File: config.mk
export PLATFORM = sky130hd
export DESIGN_NAME = cpb_prep
export DESIGN_NICKNAME = d
export VERILOG_FILES = /design/src/hdl/cpb_pkg.sv /design/src/hdl/cpb_prep.sv
export SDC_FILE = /design/constraint.sdc
export NUM_CORES = 2
export LEC_CHECK = 0
export ABC_AREA = 0
export CAP_MARGIN = 15
export CORE_ASPECT_RATIO = 1.4
export CORE_UTILIZATION = 30
export CTS_BUF_LIST = sky130_fd_sc_hd__clkbuf_2
export DETAILED_ROUTE_END_ITERATION = 10
export DONT_BUFFER_PORTS = 1
export HOLD_SLACK_MARGIN = 0.03
export PLACE_DENSITY = 0.53
export SETUP_SLACK_MARGIN = 0.15
export SLEW_MARGIN = 0
export SYNTH_ARGS = -nofsm -noshare
export SYNTH_HDL_FRONTEND = slang
export SYNTH_SLANG_ARGS = --single-unit
File: constraint.sdc
create_clock -name i_clk -period 21.7 [get_ports i_clk]
set_input_delay 1.085 -clock i_clk [delete_from_list [all_inputs] [get_ports i_clk]]
set_output_delay 1.085 -clock i_clk [all_outputs]
set_load 0.02 [all_outputs]
File: src/hdl/cpb_pkg.sv
// Shared types, widths and the arctangent table of the polar bearing block.
package cpb_pkg;

    // CORDIC vector width and the fixed point of its scaled magnitudes
    localparam int CORDIC_W     = 64;
    localparam int CORDIC_SCALE = 60;

    // angle accumulator: signed, two full turns of range either way
    localparam int Z_W    = 34;
    localparam int TURN_W = 32;

    localparam logic [TURN_W-1:0] TURN_QUARTER = 32'h4000_0000;
    localparam logic [TURN_W-1:0] TURN_HALF    = 32'h8000_0000;
    localparam logic [TURN_W-1:0] TURN_3QUART  = 32'hC000_0000;

    // quadrant and axis flags that ride along with each beat
    typedef struct packed {
        logic neg_x;
        logic neg_y;
        logic zero_x;
        logic zero_y;
    } t_quad;

    // atan(2^-i) as a fraction of a full turn, 2^32 = full turn, truncated
    function automatic logic [TURN_W-1:0] atan_turn(input int idx);
        logic [TURN_W-1:0] v;
        case (idx)
            0:  v = 32'h2000_0000;
            1:  v = 32'h12E4_051D;
            2:  v = 32'h09FB_385B;
            3:  v = 32'h0511_11D4;
            4:  v = 32'h028B_0D43;
            5:  v = 32'h0145_D7E1;
            6:  v = 32'h00A2_F61E;
            7:  v = 32'h0051_7C55;
            8:  v = 32'h0028_BE53;
            9:  v = 32'h0014_5F2E;
            10: v = 32'h000A_2F98;
            11: v = 32'h0005_17CC;
            12: v = 32'h0002_8BE6;
            13: v = 32'h0001_45F3;
            14: v = 32'h0000_A2F9;
            15: v = 32'h0000_517C;
            16: v = 32'h0000_28BE;
            17: v = 32'h0000_145F;
            18: v = 32'h0000_0A2F;
            19: v = 32'h0000_0517;
            20: v = 32'h0000_028B;
            21: v = 32'h0000_0145;
            22: v = 32'h0000_00A2;
            23: v = 32'h0000_0051;
            24: v = 32'h0000_0028;
            25: v = 32'h0000_0014;
            26: v = 32'h0000_000A;
            27: v = 32'h0000_0005;
            28: v = 32'h0000_0002;
            29: v = 32'h0000_0001;
            default: v = '0;
        endcase
        return v;
    endfunction

endpackage

File: src/hdl/cpb_prep.sv
// Front end: coordinate differences, magnitudes and sum of squares, three stages.
module cpb_prep
    import cpb_pkg::*;
#(
    parameter int COORD_BITS = 32
) (
    input  logic                         i_clk,
    input  logic                         i_rst_n,
    input  logic                         i_valid,
    output logic                         o_ready,
    input  logic signed [COORD_BITS-1:0] i_origin_x,
    input  logic signed [COORD_BITS-1:0] i_origin_y,
    input  logic signed [COORD_BITS-1:0] i_target_x,
    input  logic signed [COORD_BITS-1:0] i_target_y,
    output logic                         o_valid,
    input  logic                         i_ready,
    output logic [2*COORD_BITS:0]        o_sq,
    output logic [COORD_BITS-1:0]        o_mag_x,
    output logic [COORD_BITS-1:0]        o_mag_y,
    output t_quad                        o_quad
);

    localparam int DIFF_W = COORD_BITS + 1;
    localparam int LO_W   = (COORD_BITS + 1) / 2;
    localparam int HI_W   = COORD_BITS - LO_W;
    localparam int SQ_W   = 2 * COORD_BITS + 1;

    logic r_v1, r_v2, r_v3;
    logic w_rdy1, w_rdy2, w_rdy3;

    // stage 1: differences and magnitudes
    logic signed [DIFF_W-1:0] w_dx, w_dy;
    logic [COORD_BITS-1:0]    n_mag_x, n_mag_y;
    t_quad                    n_quad1;
    logic [COORD_BITS-1:0]    r1_mag_x, r1_mag_y;
    t_quad                    r1_quad;

    // stage 2: partial products of each square
    logic [2*HI_W-1:0]        n_hh_x, n_hh_y, r2_hh_x, r2_hh_y;
    logic [COORD_BITS-1:0]    n_hl_x, n_hl_y, r2_hl_x, r2_hl_y;
    logic [2*LO_W-1:0]        n_ll_x, n_ll_y, r2_ll_x, r2_ll_y;
    logic [COORD_BITS-1:0]    r2_mag_x, r2_mag_y;
    t_quad                    r2_quad;

    // stage 3: sum of squares
    logic [SQ_W-1:0]          n_sq, r3_sq;
    logic [COORD_BITS-1:0]    r3_mag_x, r3_mag_y;
    t_quad                    r3_quad;

    // stage ready chain: a stage moves when empty or its successor moves
    assign w_rdy3  = !r_v3 || i_ready;
    assign w_rdy2  = !r_v2 || w_rdy3;
    assign w_rdy1  = !r_v1 || w_rdy2;
    assign o_ready = w_rdy1;

    always_ff @(posedge i_clk) begin
        if (!i_rst_n) begin
            r_v1 <= 1'b0;
            r_v2 <= 1'b0;
            r_v3 <= 1'b0;
        end else begin
            if (w_rdy1) r_v1 <= i_valid;
            if (w_rdy2) r_v2 <= r_v1;
            if (w_rdy3) r_v3 <= r_v2;
        end
    end

    // differences in one extra bit, magnitudes fit the coordinate width
    assign w_dx = $signed({i_target_x[COORD_BITS-1], i_target_x})
                - $signed({i_origin_x[COORD_BITS-1], i_origin_x});
    assign w_dy = $signed({i_target_y[COORD_BITS-1], i_target_y})
                - $signed({i_origin_y[COORD_BITS-1], i_origin_y});

    always_comb begin
        n_mag_x        = w_dx[DIFF_W-1] ? COORD_BITS'(-w_dx) : w_dx[COORD_BITS-1:0];
        n_mag_y        = w_dy[DIFF_W-1] ? COORD_BITS'(-w_dy) : w_dy[COORD_BITS-1:0];
        n_quad1.neg_x  = w_dx[DIFF_W-1];
        n_quad1.neg_y  = w_dy[DIFF_W-1];
        n_quad1.zero_x = (n_mag_x == '0);
        n_quad1.zero_y = (n_mag_y == '0);
    end

    // split each magnitude in halves: a^2 = hh<<2L + 2*hl<<L + ll
    assign n_hh_x = (2*HI_W)'(r1_mag_x[COORD_BITS-1:LO_W])
                  * (2*HI_W)'(r1_mag_x[COORD_BITS-1:LO_W]);
    assign n_hl_x = COORD_BITS'(r1_mag_x[COORD_BITS-1:LO_W])
                  * COORD_BITS'(r1_mag_x[LO_W-1:0]);
    assign n_ll_x = (2*LO_W)'(r1_mag_x[LO_W-1:0]) * (2*LO_W)'(r1_mag_x[LO_W-1:0]);
    assign n_hh_y = (2*HI_W)'(r1_mag_y[COORD_BITS-1:LO_W])
                  * (2*HI_W)'(r1_mag_y[COORD_BITS-1:LO_W]);
    assign n_hl_y = COORD_BITS'(r1_mag_y[COORD_BITS-1:LO_W])
                  * COORD_BITS'(r1_mag_y[LO_W-1:0]);
    assign n_ll_y = (2*LO_W)'(r1_mag_y[LO_W-1:0]) * (2*LO_W)'(r1_mag_y[LO_W-1:0]);

    assign n_sq = SQ_W'({r2_hh_x, r2_ll_x}) + SQ_W'({r2_hl_x, {(LO_W+1){1'b0}}})
                + SQ_W'({r2_hh_y, r2_ll_y}) + SQ_W'({r2_hl_y, {(LO_W+1){1'b0}}});

    // payload registers
    always_ff @(posedge i_clk) begin
        if (w_rdy1) begin
            r1_mag_x <= n_mag_x;
            r1_mag_y <= n_mag_y;
            r1_quad  <= n_quad1;
        end
        if (w_rdy2) begin
            r2_hh_x  <= n_hh_x;
            r2_hl_x  <= n_hl_x;
            r2_ll_x  <= n_ll_x;
            r2_hh_y  <= n_hh_y;
            r2_hl_y  <= n_hl_y;
            r2_ll_y  <= n_ll_y;
            r2_mag_x <= r1_mag_x;
            r2_mag_y <= r1_mag_y;
            r2_quad  <= r1_quad;
        end
        if (w_rdy3) begin
            r3_sq    <= n_sq;
            r3_mag_x <= r2_mag_x;
            r3_mag_y <= r2_mag_y;
            r3_quad  <= r2_quad;
        end
    end

    assign o_valid = r_v3;
    assign o_sq    = r3_sq;
    assign o_mag_x = r3_mag_x;
    assign o_mag_y = r3_mag_y;
    assign o_quad  = r3_quad;

endmodule

==> results_dict.tcl <==
set metrics [dict create \
    cp-end-kind "register" \
    muxShareOfSynthArea 0.001826 \
    period_share 0.3835 \
    synth_compound_area_frac 0.07620 \
    wl_per_cell_microns 18.03 \
    drt-pass1-iter-count 5 \
    core_sq_um 229300 \
    clock_latency_ns 1.56 \
    tns_ns 0 \
    min_from "i_target_x[1]" \
    worstRegToRegCells 27 \
    die_w_microns 408.0 \
    path_max_fanout 13 \
    netlist_area_sq_um 69210 \
    synth_edf_count 453 \
    synth_flop_cell "edfxtp_1" \
    detail-route-antenna-nets 0 \
    grtUsageTotal 0.1592 \
    drt_wl_total_microns 183600 \
    crit_path_start_kind "register" \
    grt_pass1_wl_microns 288400 \
    cap_viol_max_count 0 \
    report.final.slew_viol_count 0 \
    synthAdderAreaFrac 0.4633 \
    clk_path_buf_depth 3 \
    nets 9062 \
    synth-simple-area-share 0.1198 \
    setup_viol 0 \
    crit_top_cell "fa_1" \
    holdPathEnd "r1_mag_x[1]" \
    grt-ovfl-total 0 \
    std_cell_rows 208 \
    postCtsSetupBuffers 0 \
    critical_path_class "register to register" \
    worstReg2RegStart "r1_mag_x[19]" \
    vias 47920 \
    yosysSeqAreaShare 0.1974 \
    relSlewSlack 0.3526 \
    die_height_microns 570.3 \
    rsz0062_at_grt "no" \
    reg2reg_to "r2_hh_x[31]" \
    grt_pass1_vias 52160 \
    fin_crit_ns 8.321 \
    synth_seq_cells 456 \
    synthXorXnorAreaFrac 0.04478 \
    final-hold-violation-count 0 \
    antenna_found_initial 6 \
    first_iter_violations 2178 \
    port_buffers 0 \
    critPathSlowestCell "edfxtp_1" \
    worst_ep_required_time_ns 22.87 \
    final.setup_skew_ns 0.2174 \
    path_clk_slew_ns 0.14 \
    max_freq_ghz 0.1202 \
    htreeDepth 3 \
    hold_class "input port to register" \
    synth_cells 7044 \
    tightest_slew_ns 0.9610 \
    cp.arrival_ns 9.49 \
    die_area_sq_um 232700 \
    gp_congestion 0.8895 \
    synth_top_family_by_area "adder cells" \
    drcViolationCount 0 \
    cts-root-buf "clkbuf_2" \
    cts_buffers 118 \
    r2r_setup_slack_ns 13.38 \
    ys_async_sr_fraction 0 \
    cts_tree "built" \
    clock-sinks 456 \
    critPathMaxStageDelay_ns 0.65 \
    drt-vias-per-instance 4.707 \
    synth_warnings 0 \
    syn2layout_area_growth_pct 7.121 \
    hold_depth 2 \
    path_buf_inv 6 \
    syn_area_per_cell_sq_um 9.826 \
    status "finished clean" \
    cpLargestDelayFamily "adder cells" \
    grt_max_degree 140 \
    dp_hpwl_microns 142700 \
    initial_core_util 0.3019 \
    pin_count 267 \
    drive_gt1_frac 0.04587 \
    synth_cell_types 98 \
]
## cell usage after synthesis, drive strengths merged (11+ instances only)
| library cell | n | area share |
|---|---|---|
| inv | 1546 | 0.084 |
| fa | 1105 | 0.32 |
| ha | 795 | 0.14 |
| nand2 | 711 | 0.039 |
| edfxtp | 453 | 0.20 |
| and2 | 338 | 0.031 |
| nor2 | 321 | 0.017 |
| a21oi | 260 | 0.019 |
| xnor2 | 246 | 0.031 |
| clkbuf | 205 | 0.011 |
| a21o | 144 | 0.016 |
| o21ai | 127 | 0.0093 |
| xor2 | 107 | 0.014 |
| nand3 | 71 | 0.0051 |
| nor3 | 59 | 0.0043 |
| o21bai | 53 | 0.0057 |
| nand2b | 50 | 0.0045 |
| nor2b | 48 | 0.0043 |
| o21a | 48 | 0.0052 |
| and3 | 26 | 0.0024 |
| or3 | 24 | 0.0022 |
| a31oi | 23 | 0.0021 |
| a211oi | 22 | 0.0026 |
| nor4 | 19 | 0.0018 |
| o31ai | 19 | 0.0022 |
| or2 | 19 | 0.0018 |
| nand4 | 16 | 0.0014 |
| a31o | 13 | 0.0016 |
| a21boi | 12 | 0.0014 |
| buf | 11 | 0.00098 |
## flip-flops by register name, indices dropped and copies added, names as in the netlist
name and cells:
r2_mag_x 30, r2_hl_x 32, o_mag_x 32, r2_hh_x 31, r1_mag_x 32, r2_mag_y 30, r2_hh_y 31, r1_quad 4
r_v2 1, r2_ll_y 31, r2_ll_x 31, r2_hl_y 32, r1_mag_y 32, r_v1 1, o_sq 65, o_quad 4
o_mag_y 32, r2_quad 4, o_valid 1
## timing repair
action / 4_1_cts / 5_1_grt
hold endpoints to repair: 8 / 0
hold buffers: 10 / 0
gates resized for setup: 0 / 0
endpoints found under the setup margin: 0 / 0
## stage by stage
stage	instance area (sq um)	hold slack, ns	utilization	cells	worst slack (ns)
floorplan	69220	0.4003	-	7046	14.32
CTS	74110	0.03227	0.3232	10170	13.47
global route	74140	0.1187	0.3233	10180	12.79
finish	74140	0.2101	0.3234	10180	13.38
detailed placement	72730	0.4045	0.3172	9944	13.65
global placement	72730	0.4022	0.3172	9944	13.73
## cells in the final DEF (no fill, tap or decap), types with 50 or more instances in the layout
master | synthesis | routed
inv_1 | 1545 | 1544
fa_1 | 1105 | 1105
ha_1 | 795 | 795
nand2_1 | 711 | 710
edfxtp_1 | 453 | 453
and2_1 | 336 | 336
nor2_1 | 321 | 321
a21oi_1 | 260 | 260
xnor2_1 | 245 | 245
clkbuf_2 | 0 | 154
a21o_1 | 142 | 142
o21ai_0 | 122 | 122
xor2_1 | 107 | 107
nand3_1 | 71 | 70
buf_4 | 1 | 68
nor3_1 | 59 | 59
o21bai_1 | 53 | 53
nand2b_1 | 50 | 50
## worst max-delay path by stage
stage | endpoint | cells after the start | slack [ns] | from
floorplan | r2_hh_x[0] | 2 | 14.32 | i_ready
global placement | r2_hh_x[31] | 29 | 13.73 | r1_mag_x[19]
detailed placement | r2_hh_x[31] | 27 | 13.65 | r1_mag_x[19]
CTS | r2_hh_x[31] | 27 | 13.47 | r1_mag_x[19]
global route | r2_hh_x[31] | 27 | 12.79 | r1_mag_x[19]
finish | r2_hh_x[31] | 27 | 13.38 | r1_mag_x[19]
## metal layers
metal  global-route usage  share of wire
met3              0.01928          0.038
met4              0.06526          0.041
met5                    0              0
met2               0.3065           0.55
met1               0.1741           0.37
## cell type report
type                            instances  area (sq um)
Antenna cell                            8         20.02
Timing Repair Buffer                   80         643.1
Tap cell                             3045          3810
Clock inverter                         65         509.2
Clock buffer                          154         770.7
Multi-Input combinational cell       4821         48890
Inverter                             1553          5834
Sequential cell                       456         13660
Fill cell                           23620        155100
## logic make-up after synthesis
group | Yosys count
flip-flops | 456
AND/OR/NAND/NOR | 1744
XOR/XNOR | 353
AO/OA/AOI/OAI | 808
adder cells (fa/ha/maj) | 1900
other | 2
buffers and inverters | 1769
multiplexers | 12
Power is not shown: default switching activity piles up to over one toggle a cycle in this logic, so the estimate is an artifact.
