==> config.mk <==
export PLATFORM = sky130hd
export DESIGN_NAME = cpb_cell
export DESIGN_NICKNAME = d
export VERILOG_FILES = /design/src/hdl/cpb_pkg.sv /design/src/hdl/cpb_cell.sv
export SDC_FILE = /design/constraint.sdc
export NUM_CORES = 1
export LEC_CHECK = 0
export BUFFER_PORTS_ARGS = -buffer_cell sky130_fd_sc_hd__buf_2
export CELL_PAD_IN_SITES_DETAIL_PLACEMENT = 0
export CELL_PAD_IN_SITES_GLOBAL_PLACEMENT = 2
export CORE_ASPECT_RATIO = 1.1
export CORE_MARGIN = 2
export CORE_UTILIZATION = 33
export DETAILED_ROUTE_END_ITERATION = 8
export GPL_ROUTABILITY_DRIVEN = 0
export PLACE_DENSITY = 0.83
export SLEW_MARGIN = 25
export SYNTH_ARGS = -nofsm -noshare
export SYNTH_HDL_FRONTEND = slang
export SYNTH_SLANG_ARGS = --single-unit
==> constraint.sdc <==
create_clock -name i_clk -period 10 [get_ports i_clk]
set_input_delay 0.5 -clock i_clk [delete_from_list [all_inputs] [get_ports i_clk]]
set_output_delay 0.5 -clock i_clk [all_outputs]
set_load 0.1 [all_outputs]
==> src/hdl/cpb_pkg.sv <==
// Shared types, widths and the arctangent table of the polar bearing block.
package cpb_pkg;

    // CORDIC vector width and the fixed point of its scaled magnitudes
    localparam int CORDIC_W     = 64;
    localparam int CORDIC_SCALE = 60;

    // angle accumulator: signed, two full turns of range either way
    localparam int Z_W    = 34;
    localparam int TURN_W = 32;

    localparam logic [TURN_W-1:0] TURN_QUARTER = 32'h4000_0000;
    localparam logic [TURN_W-1:0] TURN_HALF    = 32'h8000_0000;
    localparam logic [TURN_W-1:0] TURN_3QUART  = 32'hC000_0000;

    // quadrant and axis flags that ride along with each beat
    typedef struct packed {
        logic neg_x;
        logic neg_y;
        logic zero_x;
        logic zero_y;
    } t_quad;

    // atan(2^-i) as a fraction of a full turn, 2^32 = full turn, truncated
    function automatic logic [TURN_W-1:0] atan_turn(input int idx);
        logic [TURN_W-1:0] v;
        case (idx)
            0:  v = 32'h2000_0000;
            1:  v = 32'h12E4_051D;
            2:  v = 32'h09FB_385B;
            3:  v = 32'h0511_11D4;
            4:  v = 32'h028B_0D43;
            5:  v = 32'h0145_D7E1;
            6:  v = 32'h00A2_F61E;
            7:  v = 32'h0051_7C55;
            8:  v = 32'h0028_BE53;
            9:  v = 32'h0014_5F2E;
            10: v = 32'h000A_2F98;
            11: v = 32'h0005_17CC;
            12: v = 32'h0002_8BE6;
            13: v = 32'h0001_45F3;
            14: v = 32'h0000_A2F9;
            15: v = 32'h0000_517C;
            16: v = 32'h0000_28BE;
            17: v = 32'h0000_145F;
            18: v = 32'h0000_0A2F;
            19: v = 32'h0000_0517;
            20: v = 32'h0000_028B;
            21: v = 32'h0000_0145;
            22: v = 32'h0000_00A2;
            23: v = 32'h0000_0051;
            24: v = 32'h0000_0028;
            25: v = 32'h0000_0014;
            26: v = 32'h0000_000A;
            27: v = 32'h0000_0005;
            28: v = 32'h0000_0002;
            29: v = 32'h0000_0001;
            default: v = '0;
        endcase
        return v;
    endfunction

endpackage

==> src/hdl/cpb_cell.sv <==
// One chain cell: a square root digit, a CORDIC rotation or both per beat.
module cpb_cell
    import cpb_pkg::*;
#(
    parameter int COORD_BITS     = 32,
    parameter int ROTATION_STEPS = 18,
    parameter int IDX            = 0
) (
    input  logic                       i_clk,
    input  logic                       i_rst_n,
    input  logic                       i_valid,
    output logic                       o_ready,
    input  logic [2*COORD_BITS:0]      i_sq,
    input  logic [COORD_BITS+3:0]      i_rem,
    input  logic [COORD_BITS:0]        i_root,
    input  logic signed [CORDIC_W-1:0] i_p,
    input  logic signed [CORDIC_W-1:0] i_q,
    input  logic signed [Z_W-1:0]      i_z,
    input  t_quad                      i_quad,
    output logic                       o_valid,
    input  logic                       i_ready,
    output logic [2*COORD_BITS:0]      o_sq,
    output logic [COORD_BITS+3:0]      o_rem,
    output logic [COORD_BITS:0]        o_root,
    output logic signed [CORDIC_W-1:0] o_p,
    output logic signed [CORDIC_W-1:0] o_q,
    output logic signed [Z_W-1:0]      o_z,
    output t_quad                      o_quad
);

    localparam int SQ_W   = 2 * COORD_BITS + 1;
    localparam int REM_W  = COORD_BITS + 4;
    localparam int ROOT_W = COORD_BITS + 1;

    logic                       r_valid;
    logic [SQ_W-1:0]            r_sq;
    logic [REM_W-1:0]           r_rem, n_rem;
    logic [ROOT_W-1:0]          r_root, n_root;
    logic signed [CORDIC_W-1:0] r_p, r_q, n_p, n_q;
    logic signed [Z_W-1:0]      r_z, n_z;
    t_quad                      r_quad;

    assign o_ready = !r_valid || i_ready;

    // square root digit, pairs taken from the top of the sum down
    if (IDX <= COORD_BITS) begin : g_sqrt
        localparam int PAIR_I = COORD_BITS - IDX;
        logic [1:0]        w_pair;
        logic [REM_W-1:0]  w_rem_sh, w_trial;
        logic [ROOT_W-1:0] w_root_sh;

        // the top pair has only one bit of the sum in it
        if (IDX == 0) begin : g_top
            assign w_pair = {1'b0, i_sq[SQ_W-1]};
        end else begin : g_mid
            assign w_pair = i_sq[2*PAIR_I+1 -: 2];
        end

        assign w_rem_sh  = {i_rem[REM_W-3:0], w_pair};
        assign w_root_sh = {i_root[ROOT_W-2:0], 1'b0};
        assign w_trial   = REM_W'({w_root_sh, 1'b1});

        always_comb begin
            if (w_rem_sh >= w_trial) begin
                n_rem  = w_rem_sh - w_trial;
                n_root = w_root_sh | ROOT_W'(1);
            end else begin
                n_rem  = w_rem_sh;
                n_root = w_root_sh;
            end
        end
    end else begin : g_sqrt_pass
        assign n_rem  = i_rem;
        assign n_root = i_root;
    end

    // CORDIC vectoring step toward the axis
    if (IDX < ROTATION_STEPS) begin : g_rot
        localparam logic signed [Z_W-1:0] STEP_Z = Z_W'(atan_turn(IDX));
        logic signed [CORDIC_W-1:0] w_ps, w_qs;

        assign w_ps = i_p >>> IDX;
        assign w_qs = i_q >>> IDX;

        always_comb begin
            if (!i_q[CORDIC_W-1]) begin
                n_p = i_p + w_qs;
                n_q = i_q - w_ps;
                n_z = i_z + STEP_Z;
            end else begin
                n_p = i_p - w_qs;
                n_q = i_q + w_ps;
                n_z = i_z - STEP_Z;
            end
        end
    end else begin : g_rot_pass
        assign n_p = i_p;
        assign n_q = i_q;
        assign n_z = i_z;
    end

    always_ff @(posedge i_clk) begin
        if (!i_rst_n) begin
            r_valid <= 1'b0;
        end else if (o_ready) begin
            r_valid <= i_valid;
        end
    end

    always_ff @(posedge i_clk) begin
        if (o_ready) begin
            r_sq   <= i_sq;
            r_rem  <= n_rem;
            r_root <= n_root;
            r_p    <= n_p;
            r_q    <= n_q;
            r_z    <= n_z;
            r_quad <= i_quad;
        end
    end

    assign o_valid = r_valid;
    assign o_sq    = r_sq;
    assign o_rem   = r_rem;
    assign o_root  = r_root;
    assign o_p     = r_p;
    assign o_q     = r_q;
    assign o_z     = r_z;
    assign o_quad  = r_quad;

    // remainder never exceeds twice the partial root
    a_rem_bound: assert property (@(posedge i_clk) disable iff (!i_rst_n)
        r_valid |-> (r_rem <= REM_W'({r_root, 1'b0})))
        else $error("square root remainder above twice the partial root");

    // the axis component of the vector only grows from a nonnegative start
    a_axis_nonneg: assert property (@(posedge i_clk) disable iff (!i_rst_n)
        r_valid |-> !r_p[CORDIC_W-1])
        else $error("CORDIC axis component went negative");

endmodule

==> results.toml, run 1 <==
[floorplan]
die_w_um = 258
start_util = 0.332
core-area_um2 = 70200
io_pins = 606
rows = 102
die-area_um2 = 72800
fp.dieH_um = 283

[global_route]
globalRouteTotalUtil = 0.264
grt_max_degree = 88
grt_pass1_wl_mm = 144
grt_pass1_vias = 21900
grt-ovfl-total = 0
antenna_found_initial = 33

[synth]
ys_ff_latch = 300
yosysWarnings = 0
synth.cell_area_um2 = 23300
synth_ff_type = "edfxtp_1"
synth.avg_cell_area_um2 = 9.19
synth_edf_count = 299
synthArstFlopShare = 0
synth_cells = 2540
synth_cell_types = 95
syn_nets = 3074
ys_seq_area_frac = 0.386

[setup_path]
arrival_ns = 4.66
crit_path_start_kind = "input pin"
r2r_start = "o_valid"
cp.required_ns = 10.29
criticalPathCategory = "in -> reg"
crit_path_max_fanout = 15
end_kind = "flop"
ff2ff_path_depth = 3
r2r_slack_ns = 7.19
r2r_end = "o_q[25]"

[timing]
worstMarginPinSlew_ns = 1.12
setup-tns-final_ns = 0
final.min_clock_period_ns = 4.37
hold_violations = 0
period_share = 0.437
fin_worst_skew_ns = 0.0216
slew_headroom = 0.249
fmax_mhz = 229
drv_slew = 0
rsz0062_at_grt = "false"
report.final.setup_viol = 0

[routing]
antenna_left = 0
wl_mm = 100
wl_per_cell_um = 24.7
first_pass_iters = 6
drt_iter0_drc = 2234
viasPerCell = 5.56
vias = 22600
drc_errors = 0

[layout]
drive_gt1_frac = 0.231
nNetsFinal = 3620
synthToLayoutAreaGrowth_pct = 21.9
final_common_cell = "buf_2"
final_cell_mix = "601 x buf_2, 313 x a21oi_1, 299 x edfxtp_1, 239 x inv_1, 225 x ha_1"
stdcell_count = 4064

[placement]
port_buffers = 602
placed_cells = 3984
hpwl_mm = 82.2

[clock_network]
clock-sinks = 300
cts_resized = 0
cts_root_buffer = "clkbuf_16"
clkSlewWorstSetupHoldPaths_ns = 0.06
clk_latency_ns = 0.57
cts_hold_buf = 0
cts_buffers = 36
cts_setup_buffers = 0
tritoncts = "built"
cts_buffer_depth = 3
cts_max_level = 2

[power_and_ir_drop]
leakage_nw = 12.5
ir_drop_uv = 204
pwr_density_cell_nw_per_um2 = 206

[worst_hold_path]
hold_end = "o_quad[2]"
hold_path.class = "in -> reg"
min-delay-start = "i_quad[2]"
worstHoldPathCells = 1

[run_status]
status = "finished clean"

[flow_run]
max_cap_violations = 0
==> sequential cells by signal, summed over array words and instances, names as in the netlist <==
| signal | cells |
|---|---|
| o_sq | 65 |
| o_valid | 1 |
| o_z | 34 |
| o_root | 33 |
| o_q | 63 |
| o_rem | 36 |
| o_p | 64 |
| o_quad | 4 |
==> worst max-delay path by stage <==
| stage | start | cells past startpoint | endpoint | slack, ns |
|---|---|---|---|---|
| after CTS | i_p[23] | 13 | o_p[56] | 5.80 |
| after global routing | i_p[17] | 13 | o_q[56] | 5.49 |
| after global placement | i_p[23] | 13 | o_p[60] | 5.22 |
| after detailed placement | i_p[17] | 13 | o_q[56] | 5.22 |
| final | i_p[17] | 13 | o_q[56] | 5.63 |
| after floorplan | i_ready | 2 | o_valid | 0.46 |
==> report_power, final <==
part / switching (mW) / internal [mW] / total (mW)
Combinational: 2.25 / 0.519 / 2.77
Clock: 0.574 / 0.813 / 1.39
Sequential: 0.0692 / 1.63 / 1.70
Total: 2.89 / 2.96 / 5.85
==> layout make-up <==
cell class,count,area [um^2]
clock buffer,43,937
fill,7050,41700
clock inverter,23,295
inverter,251,942
timing repair buffer,613,3100
tap,936,1170
sequential,300,9000
multi-input combinational,1884,13000
antenna,14,35.0
==> Yosys cell counts (all sizes together) (6+ instances only) <==
cell | number | area [um^2]
or2 | 13 | 81.3
or4 | 9 | 67.6
a31oi | 22 | 138
clkbuf | 78 | 293
inv | 241 | 905
mux2i | 21 | 210
nand4 | 46 | 288
a221oi | 6 | 58.8
o31ai | 38 | 304
a21o | 59 | 443
xnor2 | 137 | 1200
and2 | 7 | 43.8
xor2 | 22 | 193
nor2b | 26 | 163
nor3 | 53 | 270
nand2 | 155 | 584
o31a | 6 | 52.6
o221ai | 10 | 87.6
or3 | 15 | 104
ha | 225 | 2820
nand3 | 35 | 180
edfxtp | 299 | 8980
and3 | 10 | 67.6
a31o | 6 | 52.6
o21ai | 183 | 916
nor4 | 41 | 257
nor2 | 165 | 619
o211ai | 26 | 205
a211o | 8 | 70.1
nand2b | 24 | 150
o21bai | 57 | 432
a2111oi | 9 | 111
o21a | 23 | 173
a21oi | 315 | 1580
clkinv | 10 | 37.5
a211oi | 32 | 250
buf | 27 | 136
a21boi | 10 | 75.1
==> critical path, cell delays in order <==
cell and delay [ns]:
buf_2 0.11, inv_1 0.04, ha_1 0.62, inv_1 0.20, nand3_1 0.28, o211ai_1 0.27
a21o_1 0.27, o311a_1 0.36, o31ai_1 0.95, o31ai_1 0.38, a21boi_1 0.34, o21ai_0 0.15
xnor2_1 0.17
==> per-layer routing <==
metal	track usage	routed length [um]	up-vias
met2	0.438	46800	1110
met3	0.0945	10600	178
li1	-	-	10400
met4	0.0765	2760	34
met5	0	457	-
met1	0.322	39800	10900
==> kinds of logic (layout without fill, tap and decap cells) <==
group,Yosys count,in the layout,share of synthesized area
compound gates,863,863,0.234
simple gates,607,607,0.126
buf+inv,356,930,0.0588
flops,300,300,0.386
fa+ha+maj,230,230,0.125
xor+xnor,159,159,0.0597
mux,25,25,0.0109
other cells,0,14,0
==> through the flow <==
stage               area, um^2  utilization  setup slack, ns  power (mW)  hold slack [ns]
floorplan                23300            -            0.464        3.88            0.599
global placement         27200        0.387             5.22        4.46            0.676
detailed placement       27200        0.387             5.22        4.47            0.678
CTS                      28400        0.405             5.80        5.87           0.0844
global route             28400        0.405             5.49        6.06           0.0874
finish                   28400        0.405             5.63        5.85            0.104
No activity file was read; power rests on OpenSTA's default activity.
==> run 2, diff against run 1 <==
ABC_AREA = 1   (was unset)
CORE_UTILIZATION = 30   (was 33)
PLACE_DENSITY = 0.82   (was 0.83)
clock period = 4.2 ns   (was 10 ns; I/O delays follow)
==> run 2 against run 1 <==
Register-to-register slack worse by 5.2 ns. Critical path depth fell by 2. Combinational power grew to 2.6 times the previous value. Flip-flop and latch count unchanged. Die area rose by 40%. Clock power up 130%. Hold slack lost 0.043 ns. Final cell count increased by 65%. Critical path type unchanged.
==> results.toml, run 2 <==
[floorplan]
die-area_um2 = 102000
start_util = 0.302
die_w_um = 305
core-area_um2 = 98900
io_pins = 606
rows = 121
fp.dieH_um = 335

[synth]
synth_cells = 4674
synth_top_cell_by_area = "edfxtp_1"
yosysWarnings = 0
synth_common_cells = "1,710 x nand2_1, 951 x inv_1, 346 x nand3_1"
synth_edf_count = 299
synth.cell_area_um2 = 29900
yosysMostFrequentCell = "nand2_1"
synth_cell_types = 47
synthArstFlopShare = 0
ys_seq_area_frac = 0.301
synth_ff_type = "edfxtp_1"
yosysTopAreaCellShare = 0.300
synth.avg_cell_area_um2 = 6.40
synth.area.top_cells = "edfxtp_1 30%, nand2_1 21%, inv_1 12%"
ys_ff_latch = 300
syn_nets = 5208

[power_and_ir_drop]
p_sw_frac = 0.512
leakage_nw = 19.8
seq_power_share = 0.276
switching_power_mw = 7.27
ir_drop_uv = 309
pwr_density_cell_nw_per_um2 = 385
p_int_mw = 6.92
power_mw = 14.2
clockPowerShare = 0.223
combPwrFrac = 0.500

[clock_network]
cts_buffers = 37
cts_max_level = 2
cts_setup_buffers = 0
tritoncts = "built"
clock-sinks = 300
clkSlewWorstSetupHoldPaths_ns = 0.06
cts_root_buffer = "clkbuf_16"
clk_latency_ns = 0.59
cts_buffer_depth = 3

[run_status]
status = "finished clean"

[routing]
viasPerCell = 4.77
antenna_left = 0
wl_per_cell_um = 21.3
wl_mm = 143
drc_errors = 0
first_pass_iters = 8
vias = 32000
drt_iter0_drc = 2497

[layout]
drive_gt1_frac = 0.147
largest_reg_flops = 65
nNetsFinal = 5929
final_cell_mix = "1,709 x nand2_1, 951 x inv_1, 601 x buf_2, 346 x nand3_1, 317 x nor2_1"
synthToLayoutAreaGrowth_pct = 23.3
final_common_cell = "nand2_1"
stdcell_count = 6714

[setup_path]
r2r_slack_ns = 1.97
crit_path_max_fanout = 51
criticalPathCategory = "in -> reg"
arrival_ns = 3.35
crit_path_start_kind = "input pin"
end_kind = "flop"
cp.required_ns = 4.51

[timing]
period_share = 0.723
hold_violations = 0
slew_headroom = 0.336
setup-tns-final_ns = 0
final.min_clock_period_ns = 3.04
hold_ws_ns = 0.0610
fmax_mhz = 329
worstMarginPinSlew_ns = 0.985
rsz0062_at_grt = "false"
report.final.setup_viol = 0
drv_slew = 0
fin_worst_skew_ns = 0.0301

[flow_run]
max_cap_violations = 0

[global_route]
grt_max_degree = 107
grt_pass1_wl_mm = 204
antenna_found_initial = 3
grt_pass1_vias = 31100
grt-ovfl-total = 0
globalRouteTotalUtil = 0.271

[placement]
placed_cells = 6481
port_buffers = 602
hpwl_mm = 122

[worst_hold_path]
hold_path.class = "in -> reg"
-- run 2: path summary, 6_finish.rpt --
check	start	end	cells after the start
setup / recovery	i_rem[23]	o_rem[16]	11
hold / removal	i_rem[32]	o_rem[34]	3
setup reg to reg	o_valid	o_valid	4
hold reg to reg	o_valid	o_sq[48]	1
-- run 2: cell families after synthesis --
kind of cell	share of synthesized area
AOI/OAI and AO/OA	0.0816
xor gates and xnor gates	0.0199
adders and majority gates	0.0975
buffers and inverters	0.142
DFF	0.301
and+or+nand+nor	0.358
-- run 2: area by class of cell --
class	instances	area [um^2]
fillers	11100	62000
diodes	2	5.00
clock buffers	47	963
flip-flops and latches	300	9000
clock inverters	18	181
repair buffers	778	4800
inverters	968	3640
well taps	1291	1620
multi-input cells	3310	16700
-- run 2: per-stage QoR --
stage / instance area [um^2] / setup WS, ns / util
after floorplan: 29900 / 0.407 / -
after global routing: 36900 / 1.04 / 0.373
after CTS: 36900 / 1.24 / 0.373
final: 36900 / 1.16 / 0.373
after detailed placement: 34100 / 1.09 / 0.344
after global placement: 34100 / 1.11 / 0.344
-- run 2: critical path: stages --
cell           delay, ns
dlygate4sd3_1       0.55
buf_2               0.14
ha_1                0.36
a21oi_1             0.30
o21ai_0             0.21
a21oi_1             0.24
nor2_1              0.08
nor2_2              0.16
nand3_4             0.29
inv_4               0.61
o21ai_2             0.13
-- run 2: power groups by stage --
stage                     sequential (mW)  combinational [mW]  clock (mW)
after global placement               3.98                6.93           0
after global routing                 3.96                7.48        3.38
final                                3.92                7.10        3.17
after CTS                            3.93                7.08        3.28
after floorplan                      6.83                2.23           0
after detailed placement             3.98                6.93           0
-- run 2: layer usage --
metal  global-route usage  share of wire
met1                0.320           0.41
met2                0.499           0.50
met3               0.0280          0.049
met4                0.110          0.045
met5                    0       0.000091
-- run 2: timing repair --
action,4_1_cts,5_1_grt
resized for setup,0,0
endpoints found under the setup margin,0,0
hold buffers,166,0
endpoints found under the hold margin,165,0
