===== config.mk =====
export PLATFORM = sky130hd
export DESIGN_NAME = cpb_fold
export DESIGN_NICKNAME = d
export VERILOG_FILES = /design/src/hdl/cpb_pkg.sv /design/src/hdl/cpb_fold.sv
export SDC_FILE = /design/constraint.sdc
export NUM_CORES = 1
export LEC_CHECK = 0
export BUFFER_PORTS_ARGS = -buffer_cell sky130_fd_sc_hd__buf_4
export CAP_MARGIN = 40
export CORE_ASPECT_RATIO = 0.75
export CORE_MARGIN = 2
export CORE_UTILIZATION = 51
export CTS_CLUSTER_SIZE = 14
export DETAILED_ROUTE_END_ITERATION = 8
export GPL_TIMING_DRIVEN = 0
export PLACE_DENSITY_LB_ADDON = 0.2
export SLEW_MARGIN = 25
export SYNTH_ARGS = -nofsm -noshare
export SYNTH_HDL_FRONTEND = slang
export SYNTH_SLANG_ARGS = --single-unit
export TNS_END_PERCENT = 10

===== constraint.sdc =====
create_clock -name i_clk -period 6.76 [get_ports i_clk]
set_clock_uncertainty 0.05 [all_clocks]
set_input_delay 1.014 -clock i_clk [delete_from_list [all_inputs] [get_ports i_clk]]
set_output_delay 1.014 -clock i_clk [all_outputs]
set_load 0.05 [all_outputs]

===== src/hdl/cpb_pkg.sv =====
// Shared types, widths and the arctangent table of the polar bearing block.
package cpb_pkg;

    // CORDIC vector width and the fixed point of its scaled magnitudes
    localparam int CORDIC_W     = 64;
    localparam int CORDIC_SCALE = 60;

    // angle accumulator: signed, two full turns of range either way
    localparam int Z_W    = 34;
    localparam int TURN_W = 32;

    localparam logic [TURN_W-1:0] TURN_QUARTER = 32'h4000_0000;
    localparam logic [TURN_W-1:0] TURN_HALF    = 32'h8000_0000;
    localparam logic [TURN_W-1:0] TURN_3QUART  = 32'hC000_0000;

    // quadrant and axis flags that ride along with each beat
    typedef struct packed {
        logic neg_x;
        logic neg_y;
        logic zero_x;
        logic zero_y;
    } t_quad;

    // atan(2^-i) as a fraction of a full turn, 2^32 = full turn, truncated
    function automatic logic [TURN_W-1:0] atan_turn(input int idx);
        logic [TURN_W-1:0] v;
        case (idx)
            0:  v = 32'h2000_0000;
            1:  v = 32'h12E4_051D;
            2:  v = 32'h09FB_385B;
            3:  v = 32'h0511_11D4;
            4:  v = 32'h028B_0D43;
            5:  v = 32'h0145_D7E1;
            6:  v = 32'h00A2_F61E;
            7:  v = 32'h0051_7C55;
            8:  v = 32'h0028_BE53;
            9:  v = 32'h0014_5F2E;
            10: v = 32'h000A_2F98;
            11: v = 32'h0005_17CC;
            12: v = 32'h0002_8BE6;
            13: v = 32'h0001_45F3;
            14: v = 32'h0000_A2F9;
            15: v = 32'h0000_517C;
            16: v = 32'h0000_28BE;
            17: v = 32'h0000_145F;
            18: v = 32'h0000_0A2F;
            19: v = 32'h0000_0517;
            20: v = 32'h0000_028B;
            21: v = 32'h0000_0145;
            22: v = 32'h0000_00A2;
            23: v = 32'h0000_0051;
            24: v = 32'h0000_0028;
            25: v = 32'h0000_0014;
            26: v = 32'h0000_000A;
            27: v = 32'h0000_0005;
            28: v = 32'h0000_0002;
            29: v = 32'h0000_0001;
            default: v = '0;
        endcase
        return v;
    endfunction

endpackage


===== src/hdl/cpb_fold.sv =====
// Back end: angle clamp, quadrant fold, rounding and the output register.
module cpb_fold
    import cpb_pkg::*;
#(
    parameter int COORD_BITS = 32,
    parameter int ANGLE_BITS = 16
) (
    input  logic                   i_clk,
    input  logic                   i_rst_n,
    input  logic                   i_valid,
    output logic                   o_ready,
    input  logic [COORD_BITS:0]    i_root,
    input  logic signed [Z_W-1:0]  i_z,
    input  t_quad                  i_quad,
    output logic                   o_valid,
    input  logic                   i_ready,
    output logic [COORD_BITS+1:0]  o_distance,
    output logic [ANGLE_BITS-1:0]  o_bearing
);

    localparam int DIST_W = COORD_BITS + 2;
    localparam logic [TURN_W-1:0] ROUND_LSB =
        TURN_W'((33'd1 << (TURN_W - ANGLE_BITS)) >> 1);
    localparam logic signed [Z_W-1:0] Z_QUARTER = Z_W'(TURN_QUARTER);
    localparam logic [ANGLE_BITS-1:0] B_QUARTER = ANGLE_BITS'(1) << (ANGLE_BITS - 2);
    localparam logic [ANGLE_BITS-1:0] B_HALF    = ANGLE_BITS'(1) << (ANGLE_BITS - 1);
    localparam logic [ANGLE_BITS-1:0] B_3QUART  = ANGLE_BITS'(3) << (ANGLE_BITS - 2);

    logic                  r_valid;
    logic [DIST_W-1:0]     r_distance;
    logic [ANGLE_BITS-1:0] r_bearing, n_bearing;
    logic [TURN_W-1:0]     w_a, w_angle, w_round;

    assign o_ready = !r_valid || i_ready;

    // first quadrant angle, clamped to a quarter turn, zero on the y axis
    always_comb begin
        if (i_quad.zero_x || i_z[Z_W-1]) begin
            w_a = '0;
        end else if (i_z > Z_QUARTER) begin
            w_a = TURN_QUARTER;
        end else begin
            w_a = i_z[TURN_W-1:0];
        end
    end

    // fold into the full turn, wrapping modulo 2^32
    always_comb begin
        if (i_quad.zero_y) begin
            w_angle = i_quad.neg_x ? TURN_3QUART : TURN_QUARTER;
        end else if (!i_quad.neg_y) begin
            w_angle = i_quad.neg_x ? (TURN_W'(0) - w_a) : w_a;
        end else begin
            w_angle = i_quad.neg_x ? (TURN_HALF + w_a) : (TURN_HALF - w_a);
        end
    end

    // round half up to the output resolution
    assign w_round   = w_angle + ROUND_LSB;
    assign n_bearing = w_round[TURN_W-1 -: ANGLE_BITS];

    always_ff @(posedge i_clk) begin
        if (!i_rst_n) begin
            r_valid <= 1'b0;
        end else if (o_ready) begin
            r_valid <= i_valid;
        end
    end

    always_ff @(posedge i_clk) begin
        if (o_ready) begin
            r_distance <= DIST_W'(i_root);
            r_bearing  <= n_bearing;
        end
    end

    assign o_valid    = r_valid;
    assign o_distance = r_distance;
    assign o_bearing  = r_bearing;

    // on the x axis the bearing is exactly a quarter or three quarters turn
    a_zero_y: assert property (@(posedge i_clk) disable iff (!i_rst_n)
        (i_valid && o_ready && i_quad.zero_y) |=>
        (o_bearing == ($past(i_quad.neg_x) ? B_3QUART : B_QUARTER)))
        else $error("bearing on the x axis is not a quarter turn multiple");

    // on the y axis the bearing is exactly north or south
    a_zero_x: assert property (@(posedge i_clk) disable iff (!i_rst_n)
        (i_valid && o_ready && i_quad.zero_x && !i_quad.zero_y) |=>
        (o_bearing == ($past(i_quad.neg_y) ? B_HALF : ANGLE_BITS'(0))))
        else $error("bearing on the y axis is not north or south");

endmodule


==> run_summary.xml, run 1 <==
<?xml version="1.0" encoding="UTF-8"?>
<metrics>
  <group name="outcome">
    <metric name="run_status" unit="">finished, final reports clean</metric>
  </group>
  <group name="setup_path">
    <metric name="timing.critical_path.buf_inv" unit="">1</metric>
    <metric name="startpoint" unit="">i_z[8]</metric>
    <metric name="slowest_delay" unit="ps">440</metric>
    <metric name="slowest_stage" unit="">o31ai_4</metric>
    <metric name="worstReg2RegStart" unit="">o_valid</metric>
    <metric name="timing.critical_path.mode_cell" unit="">nand4_1</metric>
    <metric name="crit_chain" unit="">buf_4 &gt; nor4_1 &gt; nand4_1 &gt; o31ai_4 &gt; nand2_1 &gt; nor2_1 &gt; ha_1 &gt; nor3b_1 &gt; a32oi_1 &gt; nor2_2 &gt; nand4_1 &gt; xor2_1</metric>
    <metric name="cp_data_required_time" unit="ps">6760</metric>
    <metric name="crit_path_end_kind" unit="">flip-flop</metric>
    <metric name="cp_max_fo" unit="">10</metric>
    <metric name="critPathArrivalTime" unit="ps">4160</metric>
    <metric name="setup.worst_path.start_class" unit="">input port</metric>
    <metric name="timing_worst_setup_path_type" unit="">input port to flip-flop</metric>
    <metric name="dominant_delay_contributor_by_cell_family_on_the_critical_path" unit="">simple AND/OR/NAND/NOR gates</metric>
  </group>
  <group name="clock_tree">
    <metric name="max-clock-path-buffers" unit="">2</metric>
    <metric name="clkSlewWorstSetupHoldPaths" unit="ps">90</metric>
    <metric name="cts_made_buffers" unit="">5</metric>
    <metric name="cts_resized" unit="">0</metric>
    <metric name="cts.repair_timing.setup_buffer_count" unit="">0</metric>
    <metric name="clock_tree.htree_level_count" unit="">2</metric>
    <metric name="cts_root_buf" unit="">clkbuf_8</metric>
    <metric name="hold_buffers" unit="">0</metric>
    <metric name="cts.sinks" unit="">50</metric>
    <metric name="tritoncts_clock_tree" unit="">yes</metric>
    <metric name="worstSkewPairLatency" unit="ps">290</metric>
  </group>
  <group name="layout">
    <metric name="flow.area_growth_from_synthesis" unit="%">38.9</metric>
    <metric name="finalNetCount" unit="">451</metric>
    <metric name="final_cell_area" unit="mm²">0.00392</metric>
    <metric name="layout.filler_cells" unit="">420</metric>
    <metric name="fraction_of_final_layout_cells_with_drive_strength_greater_than_1" unit="%">38.8</metric>
    <metric name="antenna-diode-count" unit="">0</metric>
  </group>
  <group name="floorplanning">
    <metric name="coreArea" unit="mm²">0.00535</metric>
    <metric name="die_footprint" unit="mm²">0.00615</metric>
    <metric name="die_y" unit="µm">68.4</metric>
    <metric name="initial_core_util" unit="%">52.8</metric>
    <metric name="num_rows" unit="">23</metric>
    <metric name="io-pin-count" unit="">127</metric>
    <metric name="die_w" unit="µm">89.9</metric>
  </group>
  <group name="synthesis">
    <metric name="synthesis.area" unit="mm²">0.00282</metric>
    <metric name="netlist.top_cell.by_area" unit="">edfxtp_1</metric>
    <metric name="synth.most_common_cell" unit="">edfxtp_1</metric>
    <metric name="ys_async_sr_fraction" unit="%">0</metric>
    <metric name="ys_seq_area_share" unit="%">52.8</metric>
    <metric name="yosysWarningCount" unit="">0</metric>
    <metric name="syn_avg_cell_area" unit="µm²">11.3</metric>
    <metric name="synthFlopType" unit="">edfxtp_1</metric>
    <metric name="synth_common_cells" unit="">edfxtp_1, nor2_1, nand2_1, xnor2_1</metric>
    <metric name="syn_inst" unit="">250</metric>
    <metric name="synth_edf_count" unit="">49</metric>
    <metric name="synth_nets" unit="">326</metric>
    <metric name="post_synth_num_cell_types" unit="">51</metric>
    <metric name="synth_top_cell_area_share" unit="%">52.1</metric>
    <metric name="netlist_top_cells_area" unit="">edfxtp_1, xnor2_1, xor2_1, nor2_1, nand3_1</metric>
    <metric name="ys_ff_latch" unit="">50</metric>
  </group>
  <group name="sta">
    <metric name="report.final.slew_viol_count" unit="">0</metric>
    <metric name="timing.setup.tns" unit="ps">0</metric>
    <metric name="timing.final.crit_period" unit="ps">4160</metric>
    <metric name="final.period_utilization" unit="%">61.6</metric>
    <metric name="setup-violations-final" unit="">0</metric>
    <metric name="max_freq" unit="GHz">0.240</metric>
    <metric name="grt_setup_unrepaired" unit="">no</metric>
    <metric name="timing.max_slew.rel_slack" unit="%">43.4</metric>
    <metric name="finalHoldViolations" unit="">0</metric>
    <metric name="final.setup.worst_slack" unit="ps">2600</metric>
    <metric name="max_slew.worst_pin.slew" unit="ps">846</metric>
  </group>
  <group name="placed_design">
    <metric name="detailedPlace.worstSlack" unit="ps">2390</metric>
    <metric name="gp_congestion" unit="">0.942</metric>
    <metric name="dpl.hpwl" unit="µm">5890</metric>
    <metric name="placed_cell_area" unit="mm²">0.00381</metric>
    <metric name="portBuffers" unit="">118</metric>
  </group>
  <group name="pwr">
    <metric name="p_leak" unit="µW">0.00157</metric>
    <metric name="combPwrFrac" unit="%">26.2</metric>
    <metric name="powerDensity" unit="mW/mm²">199</metric>
    <metric name="max-vdd-ir-drop" unit="µV">129</metric>
    <metric name="switching_share" unit="%">30.4</metric>
    <metric name="internal-power" unit="µW">544</metric>
    <metric name="power.share.sequential" unit="%">46.9</metric>
    <metric name="clock_power_share" unit="%">26.8</metric>
    <metric name="power.net_switching" unit="µW">238</metric>
  </group>
  <group name="hold_path">
    <metric name="hp_class" unit="">input port to flip-flop</metric>
    <metric name="worst_hold_startpoint" unit="">i_root[13]</metric>
  </group>
  <group name="route">
    <metric name="drtAntennaViolNets" unit="">0</metric>
    <metric name="wl" unit="µm">7540</metric>
    <metric name="detailedRoute.firstPassIterationCount" unit="">5</metric>
    <metric name="wire_per_inst" unit="µm">16.7</metric>
    <metric name="routed-via-count" unit="">2545</metric>
    <metric name="remaining_drc_errors" unit="">0</metric>
    <metric name="vias_per_cell" unit="">5.64</metric>
    <metric name="detail_route.iter0.violations" unit="">261</metric>
  </group>
  <group name="global_routing">
    <metric name="grt_pass1_vias" unit="">2327</metric>
    <metric name="antenna_found_initial" unit="">0</metric>
    <metric name="grt_overflow" unit="">0</metric>
    <metric name="grt_use_total" unit="%">23.8</metric>
    <metric name="maximum_number_of_pins_on_one_net_before_global_route_repair" unit="">52</metric>
    <metric name="grt_first_pass_wirelength" unit="µm">11400</metric>
  </group>
  <group name="flow_run">
    <metric name="max_cap_viol_count" unit="">0</metric>
  </group>
</metrics>
-- metrics by stage --
stage	util (%)	std cells	power, µW	hold slack, ps
finish	73.3	451	782	833
global route	73.3	451	814	813
CTS	73.3	451	786	823
detailed placement	71.2	443	578	1020
global placement	71.1	443	574	1140
floorplan	-	250	500	1060
-- flip-flops by register name (all words and copies together) (netlist names) --
register	flops
o_distance	33
o_valid	1
o_bearing	16
-- power by group through the flow --
stage	combinational, µW	clock [µW]	sequential [µW]
final	205	210	367
after global routing	216	228	369
after CTS	204	214	367
after detailed placement	204	0	374
after global placement	201	0	373
after floorplan	55.9	0	444
-- cell usage in the layout (no fill, tap or decap), types with 3 or more instances in the layout --
cell type / n
clkbuf_8: 5
nand2_1: 15
o21ai_0: 4
buf_2: 5
inv_1: 3
o31ai_1: 5
a21oi_1: 9
clkbuf_1: 6
nor3_1: 13
o41ai_1: 3
a211oi_1: 6
nor4_1: 5
a41oi_1: 3
mux2i_1: 5
nor2_1: 24
and3_1: 3
a31oi_1: 3
buf_4: 119
nand4_1: 8
o211ai_1: 3
nand3_1: 13
xor2_1: 11
nor3b_1: 3
xnor2_1: 15
edfxtp_1: 49
-- final cells by class --
class	count	area (µm²)	area share, %
sequential	50	1490	38.0
buffer	14	70.1	1.79
inverter	3	11.3	0.287
multi-input combinational	183	1260	32.1
tap	75	93.8	2.39
clock buffer	5	68.8	1.75
clock inverter	3	43.8	1.12
timing repair buffer	118	886	22.6
-- metal layers --
metal | track usage (%) | part of all wire [%] | vias to the layer above
met5 | 0 | 0 | -
met4 | 4.42 | 0.28 | 0
met3 | 5.62 | 9.0 | 5
met2 | 39.9 | 49 | 129
met1 | 32.5 | 42 | 1196
li1 | - | - | 1215
-- cells by family after synthesis --
group	synth area share (%)
xor gates and xnor gates	8.06
AOI/OAI and AO/OA	12.7
adders and majority gates	0.443
muxes	1.77
buffers and inverters	2.88
DFF	52.8
and+or+nand+nor	21.2
other	0.133
-- worst paths after layout --
kind | end | depth (start not counted) | slack, ps
min reg2reg | o_distance[25] | 1 | 1010
max | o_bearing[15] | 12 | 2600
max reg2reg | o_distance[20] | 1 | 5500
min | o_distance[13] | 1 | 830
(Power assumes the default switching activity.)
==> run 2, diff against run 1 <==
Settings changed: CORE_UTILIZATION 51 to 43.
Clock period 6.76 ns to 3.7 ns, I/O delays scaled along.
==> run_summary.xml, run 2 (synthesized netlist as in run 1, its figures left out) <==
<?xml version="1.0" encoding="UTF-8"?>
<metrics>
  <group name="outcome">
    <metric name="run_status" unit="">finished, final reports clean</metric>
  </group>
  <group name="global_routing">
    <metric name="grt_use_total" unit="%">19.7</metric>
    <metric name="antenna_found_initial" unit="">0</metric>
    <metric name="maximum_number_of_pins_on_one_net_before_global_route_repair" unit="">52</metric>
    <metric name="grt_first_pass_wirelength" unit="µm">11400</metric>
    <metric name="grt_pass1_vias" unit="">2236</metric>
    <metric name="grt_overflow" unit="">0</metric>
  </group>
  <group name="layout">
    <metric name="antenna-diode-count" unit="">0</metric>
    <metric name="flow.area_growth_from_synthesis" unit="%">39.3</metric>
    <metric name="largest_reg_flops" unit="">33</metric>
    <metric name="final_cell_area" unit="mm²">0.00393</metric>
    <metric name="layout.filler_cells" unit="">543</metric>
    <metric name="final_cell_mix" unit="">buf_4, edfxtp_1, nor2_1</metric>
    <metric name="post-route-util" unit="%">62.3</metric>
    <metric name="storage_element_area" unit="mm²">0.00149</metric>
    <metric name="finalNetCount" unit="">452</metric>
    <metric name="most_frequent_standard_cell_in_the_layout_excluding_fill_and_tap_cells" unit="">buf_4</metric>
    <metric name="fraction_of_final_layout_cells_with_drive_strength_greater_than_1" unit="%">39.5</metric>
    <metric name="multi_input_gate_area_in_the_final_layout" unit="mm²">0.00127</metric>
  </group>
  <group name="clock_tree">
    <metric name="clkSlewWorstSetupHoldPaths" unit="ps">100</metric>
    <metric name="cts.sinks" unit="">50</metric>
    <metric name="max-clock-path-buffers" unit="">2</metric>
    <metric name="worstSkewPairLatency" unit="ps">300</metric>
    <metric name="clock_tree.htree_level_count" unit="">2</metric>
    <metric name="hold_buffers" unit="">0</metric>
    <metric name="cts_made_buffers" unit="">5</metric>
    <metric name="tritoncts_clock_tree" unit="">yes</metric>
    <metric name="cts_root_buf" unit="">clkbuf_8</metric>
  </group>
  <group name="sta">
    <metric name="timing.final.crit_period" unit="ps">3440</metric>
    <metric name="report.final.slew_viol_count" unit="">0</metric>
    <metric name="max_freq" unit="GHz">0.291</metric>
    <metric name="timing.setup.tns" unit="ps">0</metric>
    <metric name="max_slew.worst_pin.slew" unit="ps">663</metric>
    <metric name="timing.max_slew.rel_slack" unit="%">55.8</metric>
    <metric name="grt_setup_unrepaired" unit="">no</metric>
    <metric name="setup-violations-final" unit="">0</metric>
    <metric name="fin_worst_hold_slack" unit="ps">367</metric>
    <metric name="finalHoldViolations" unit="">0</metric>
    <metric name="final.period_utilization" unit="%">93.0</metric>
  </group>
  <group name="floorplanning">
    <metric name="die_footprint" unit="mm²">0.00724</metric>
    <metric name="die_y" unit="µm">74.2</metric>
    <metric name="io-pin-count" unit="">127</metric>
    <metric name="initial_core_util" unit="%">44.7</metric>
    <metric name="coreArea" unit="mm²">0.00632</metric>
    <metric name="die_w" unit="µm">97.6</metric>
    <metric name="num_rows" unit="">25</metric>
  </group>
  <group name="pwr">
    <metric name="power.share.sequential" unit="%">48.7</metric>
    <metric name="max-vdd-ir-drop" unit="µV">194</metric>
    <metric name="design_power_total" unit="µW">1370</metric>
    <metric name="clock_power_share" unit="%">24.1</metric>
    <metric name="powerDensity" unit="mW/mm²">349</metric>
    <metric name="switching_share" unit="%">32.2</metric>
    <metric name="combPwrFrac" unit="%">27.2</metric>
    <metric name="power.net_switching" unit="µW">442</metric>
    <metric name="internal-power" unit="µW">932</metric>
    <metric name="p_leak" unit="µW">0.00156</metric>
  </group>
  <group name="route">
    <metric name="detail_route.iter0.violations" unit="">226</metric>
    <metric name="drtAntennaViolNets" unit="">0</metric>
    <metric name="vias_per_cell" unit="">5.59</metric>
    <metric name="detailedRoute.firstPassIterationCount" unit="">5</metric>
    <metric name="wl" unit="µm">7350</metric>
    <metric name="remaining_drc_errors" unit="">0</metric>
    <metric name="wire_per_inst" unit="µm">16.0</metric>
    <metric name="routed-via-count" unit="">2558</metric>
  </group>
  <group name="setup_path">
    <metric name="cp_max_fo" unit="">10</metric>
    <metric name="critPathArrivalTime" unit="ps">3440</metric>
    <metric name="timing.reg2reg.setup_slack" unit="ps">2430</metric>
    <metric name="timing_worst_setup_path_type" unit="">input port to flip-flop</metric>
    <metric name="cp_data_required_time" unit="ps">3700</metric>
    <metric name="crit_path_end_kind" unit="">flip-flop</metric>
    <metric name="setup.worst_path.start_class" unit="">input port</metric>
  </group>
  <group name="flow_run">
    <metric name="max_cap_viol_count" unit="">0</metric>
  </group>
  <group name="hold_path">
    <metric name="hp_class" unit="">input port to flip-flop</metric>
  </group>
  <group name="placed_design">
    <metric name="placed_cell_area" unit="mm²">0.00382</metric>
    <metric name="dpl.hpwl" unit="µm">5760</metric>
    <metric name="gp_congestion" unit="">0.919</metric>
    <metric name="portBuffers" unit="">118</metric>
  </group>
</metrics>
## run 2: cell count changes in the layout (fill, tap and decap cells not counted)
cell and change:
clkinv_4 +2, buf_4 +1, bufinv_16 -1, clkinv_2 -1, inv_6 -1, inv_8 +1, nand2_1 -1, nand2_2 +1
xor2_1 -1, xor2_2 +1
## run 2: area by class of cell
class / instances / area share, %
clock buffers: 5 / 1.75
well taps: 81 / 2.58
inverters: 3 / 0.286
multi-input cells: 183 / 32.3
clock inverters: 3 / 0.732
flip-flops and latches: 50 / 37.9
plain buffers: 14 / 1.78
repair buffers: 119 / 22.7
## run 2: per-layer routing
metal,vias to the layer above,wire length (µm),track usage [%]
met5,-,0,0
met4,0,35,3.70
met3,6,718,5.26
met2,134,3460,30.7
met1,1210,3140,28.4
li1,1208,-,-
## run 2: worst paths after layout
path / startpoint / cells after the start / endpoint
worst min-delay path: i_root[19] / 1 / o_distance[19]
worst min register to register: o_valid / 1 / o_distance[21]
worst max register to register: o_valid / 1 / o_bearing[1]
worst max-delay path: i_z[16] / 12 / o_bearing[15]
## run 2: what timing repair did
action | CTS | global route
endpoints found under the setup margin | 0 | 5
buffers inserted | 0 | 1
resized for setup | 0 | 2
## run 2: power groups by stage
stage / Combinational [µW] / Clock (µW) / Sequential (µW)
2_1_floorplan: 102 / 0 / 811
3_3_place_gp: 369 / 0 / 682
3_5_place_dp: 373 / 0 / 683
4_1_cts: 373 / 341 / 670
5_1_grt: 394 / 358 / 674
6_report: 374 / 331 / 670
## run 2: worst max-delay path, cell delays in order
cell     delay, ps
buf_2          150
nor4_4         460
nand4_1        260
o31ai_4        370
nand2_2        230
nor2_1         160
ha_1           210
nor3b_1        200
a32oi_1        190
nor2_2         320
nand4_1        150
xor2_1         180
## run 2: metrics by stage
stage,worst slack [ps],cells
6_report,259,458
5_1_grt,19.7,458
4_1_cts,129,457
3_5_place_dp,-190,449
3_3_place_gp,-194,449
2_1_floorplan,423,250
==> run 3, diff against run 2 <==
Settings changed: ABC_AREA set to 1, CORE_UTILIZATION 43 to 44.
==> run_summary.xml, run 3 <==
<?xml version="1.0" encoding="UTF-8"?>
<metrics>
  <group name="hold_path">
    <metric name="hold-path-cell-count" unit="">1</metric>
    <metric name="hp_class" unit="">input port to flip-flop</metric>
  </group>
  <group name="pwr">
    <metric name="design_power_total" unit="µW">1490</metric>
    <metric name="switching_share" unit="%">34.7</metric>
    <metric name="clock_power_share" unit="%">21.4</metric>
    <metric name="power.net_switching" unit="µW">517</metric>
    <metric name="p_leak" unit="µW">0.00214</metric>
    <metric name="combPwrFrac" unit="%">32.6</metric>
    <metric name="power.share.sequential" unit="%">46.0</metric>
    <metric name="powerDensity" unit="mW/mm²">350</metric>
    <metric name="max-vdd-ir-drop" unit="µV">202</metric>
    <metric name="internal-power" unit="µW">974</metric>
  </group>
  <group name="sta">
    <metric name="timing.max_slew.rel_slack" unit="%">52.8</metric>
    <metric name="final.period_utilization" unit="%">87.3</metric>
    <metric name="timing.final.crit_period" unit="ps">3230</metric>
    <metric name="grt_setup_unrepaired" unit="">no</metric>
    <metric name="max_slew.worst_pin.slew" unit="ps">703</metric>
    <metric name="max_freq" unit="GHz">0.310</metric>
    <metric name="timing.setup.tns" unit="ps">0</metric>
    <metric name="finalHoldViolations" unit="">0</metric>
    <metric name="report.final.slew_viol_count" unit="">0</metric>
    <metric name="setup-violations-final" unit="">0</metric>
  </group>
  <group name="clock_tree">
    <metric name="cts.repair_timing.setup_buffer_count" unit="">0</metric>
    <metric name="clock_tree.htree_level_count" unit="">2</metric>
    <metric name="worstSkewPairLatency" unit="ps">290</metric>
    <metric name="cts_made_buffers" unit="">5</metric>
    <metric name="cts_root_buf" unit="">clkbuf_8</metric>
    <metric name="cts_resized" unit="">0</metric>
    <metric name="clkSlewWorstSetupHoldPaths" unit="ps">100</metric>
    <metric name="hold_buffers" unit="">0</metric>
    <metric name="tritoncts_clock_tree" unit="">yes</metric>
    <metric name="max-clock-path-buffers" unit="">2</metric>
    <metric name="cts.sinks" unit="">50</metric>
  </group>
  <group name="route">
    <metric name="detail_route.iter0.violations" unit="">128</metric>
    <metric name="highest-signal-layer" unit="">met4</metric>
    <metric name="wire_per_inst" unit="µm">11.9</metric>
    <metric name="met3_length" unit="µm">405</metric>
    <metric name="wl" unit="µm">7020</metric>
    <metric name="drtAntennaViolNets" unit="">0</metric>
    <metric name="vias_per_cell" unit="">4.80</metric>
    <metric name="met2_wirelength" unit="µm">3300</metric>
    <metric name="detailedRoute.firstPassIterationCount" unit="">4</metric>
    <metric name="routed-via-count" unit="">2822</metric>
    <metric name="remaining_drc_errors" unit="">0</metric>
    <metric name="detail_route.wirelength.met1" unit="µm">3230</metric>
  </group>
  <group name="setup_path">
    <metric name="cp_max_fo" unit="">10</metric>
    <metric name="setup.worst_path.start_class" unit="">input port</metric>
    <metric name="crit_path_end_kind" unit="">flip-flop</metric>
    <metric name="cp_data_required_time" unit="ps">3720</metric>
    <metric name="critPathArrivalTime" unit="ps">3240</metric>
    <metric name="timing_worst_setup_path_type" unit="">input port to flip-flop</metric>
    <metric name="ff2ff_path_depth" unit="">1</metric>
  </group>
  <group name="synthesis">
    <metric name="synth_top_cell_area_share" unit="%">47.2</metric>
    <metric name="syn_avg_cell_area" unit="µm²">8.39</metric>
    <metric name="yosysWarningCount" unit="">0</metric>
    <metric name="synth_common_cells" unit="">nand2_1, nor2_1, inv_1, edfxtp_1, nand3_1</metric>
    <metric name="synth.most_common_cell" unit="">nand2_1</metric>
    <metric name="syn_inst" unit="">371</metric>
    <metric name="synthesis.area" unit="mm²">0.00311</metric>
    <metric name="ys_seq_area_share" unit="%">47.9</metric>
    <metric name="synth_nets" unit="">447</metric>
    <metric name="netlist_top_cells_area" unit="">edfxtp_1, nand2_1, nor2_1, inv_1, nand3_1</metric>
    <metric name="post_synth_num_cell_types" unit="">39</metric>
    <metric name="synthFlopType" unit="">edfxtp_1</metric>
    <metric name="ys_ff_latch" unit="">50</metric>
    <metric name="synth_edf_count" unit="">49</metric>
    <metric name="netlist.top_cell.by_area" unit="">edfxtp_1</metric>
    <metric name="ys_async_sr_fraction" unit="%">0</metric>
  </group>
  <group name="layout">
    <metric name="layoutNonFillerInstCount" unit="">588</metric>
    <metric name="largest_reg_flops" unit="">33</metric>
    <metric name="final_cell_area" unit="mm²">0.00426</metric>
    <metric name="finalNetCount" unit="">579</metric>
    <metric name="final_cell_mix" unit="">buf_4, nand2_1, nor2_1</metric>
    <metric name="antenna-diode-count" unit="">0</metric>
    <metric name="fraction_of_final_layout_cells_with_drive_strength_greater_than_1" unit="%">36.9</metric>
    <metric name="most_frequent_standard_cell_in_the_layout_excluding_fill_and_tap_cells" unit="">buf_4</metric>
    <metric name="flow.area_growth_from_synthesis" unit="%">36.8</metric>
  </group>
  <group name="placed_design">
    <metric name="placed_cell_area" unit="mm²">0.00417</metric>
    <metric name="gp_congestion" unit="">0.884</metric>
    <metric name="placedCellCount" unit="">580</metric>
    <metric name="portBuffers" unit="">125</metric>
    <metric name="dpl.hpwl" unit="µm">5750</metric>
  </group>
  <group name="global_routing">
    <metric name="grt_pass1_vias" unit="">2567</metric>
    <metric name="maximum_number_of_pins_on_one_net_before_global_route_repair" unit="">52</metric>
    <metric name="grt_use_total" unit="%">18.2</metric>
    <metric name="grt_overflow" unit="">0</metric>
    <metric name="grt_first_pass_wirelength" unit="µm">11400</metric>
    <metric name="antenna_found_initial" unit="">0</metric>
  </group>
  <group name="floorplanning">
    <metric name="coreArea" unit="mm²">0.00683</metric>
    <metric name="initial_core_util" unit="%">45.6</metric>
    <metric name="io-pin-count" unit="">127</metric>
    <metric name="die_w" unit="µm">101</metric>
    <metric name="num_rows" unit="">26</metric>
    <metric name="die_y" unit="µm">76.9</metric>
    <metric name="die_footprint" unit="mm²">0.00777</metric>
  </group>
  <group name="outcome">
    <metric name="run_status" unit="">finished, final reports clean</metric>
  </group>
  <group name="flow_run">
    <metric name="max_cap_viol_count" unit="">0</metric>
  </group>
</metrics>
run 3: cell count changes in the layout (fill, tap and decap cells not counted), sizes merged, moves of 6 or more:
| cell | previous run | this run |
|---|---|---|
| a211oi | 7 | 0 |
| a21oi | 9 | 3 |
| inv | 4 | 59 |
| nand2 | 15 | 96 |
| nand3 | 13 | 42 |
| nor2 | 25 | 65 |
| nor3 | 15 | 2 |
| nor4 | 7 | 0 |
| o21ai | 4 | 14 |
| o31ai | 6 | 0 |
| xnor2 | 15 | 3 |
run 3: layout make-up:
| cell class | count | area (µm²) |
|---|---|---|
| plain buffers | 7 | 52.6 |
| clock inverters | 3 | 25.0 |
| flip-flops and latches | 50 | 1490 |
| clock buffers | 5 | 68.8 |
| fillers | 638 | 2570 |
| well taps | 84 | 105 |
| repair buffers | 125 | 938 |
| multi-input cells | 254 | 1350 |
| inverters | 60 | 225 |
run 3: power groups by stage:
stage,registers [µW],logic (µW),clock network (µW)
2_1_floorplan,862,157,0
3_3_place_gp,699,479,0
3_5_place_dp,699,486,0
4_1_cts,687,487,332
5_1_grt,691,523,355
6_report,686,486,319
run 3: final timing paths:
kind	from	end	slack (ps)
max	i_z[0]	o_bearing[15]	470
min	i_root[1]	o_distance[1]	370
max reg2reg	o_valid	o_bearing[4]	2430
min reg2reg	o_valid	o_valid	1010
run 3: worst max-delay path, stage by stage:
cell and delay, ps:
buf_4 110, or2_4 240, nor2_4 140, nand3_2 110, o21bai_4 250, buf_6 190, o311ai_1 190, o21ai_1 190
nand3_1 120, inv_2 80, ha_1 160, inv_1 70, nor2_4 150, nand2_2 80, nor2_4 140, nand2_4 90
nor2_8 150, nand4_1 90, nand2_1 80, inv_1 30
run 3: per-stage QoR:
| step | setup slack (ps) | utilization, % | hold WS, ps |
|---|---|---|---|
| floorplan | 666 | - | 604 |
| global placement | 252 | 60.9 | 683 |
| detailed placement | 152 | 61.0 | 684 |
| CTS | 473 | 62.3 | 358 |
| global route | 215 | 62.3 | 349 |
| finish | 471 | 62.3 | 371 |
run 3: cell families after synthesis:
logic type      after synthesis  synth area share [%]
compound gates               28                  6.19
xor+xnor                      9                  2.53
fa+ha+maj                     1                 0.402
buf+inv                      67                  8.92
flops                        50                  47.9
other cells                   1                 0.120
simple gates                215                  33.9
run 3: metal layers:
| metal | up-vias | GRT usage, % |
|---|---|---|
| li1 | 1468 | - |
| met1 | 1272 | 24.6 |
| met2 | 76 | 30.0 |
| met3 | 6 | 4.01 |
| met4 | 0 | 3.65 |
| met5 | - | 0 |
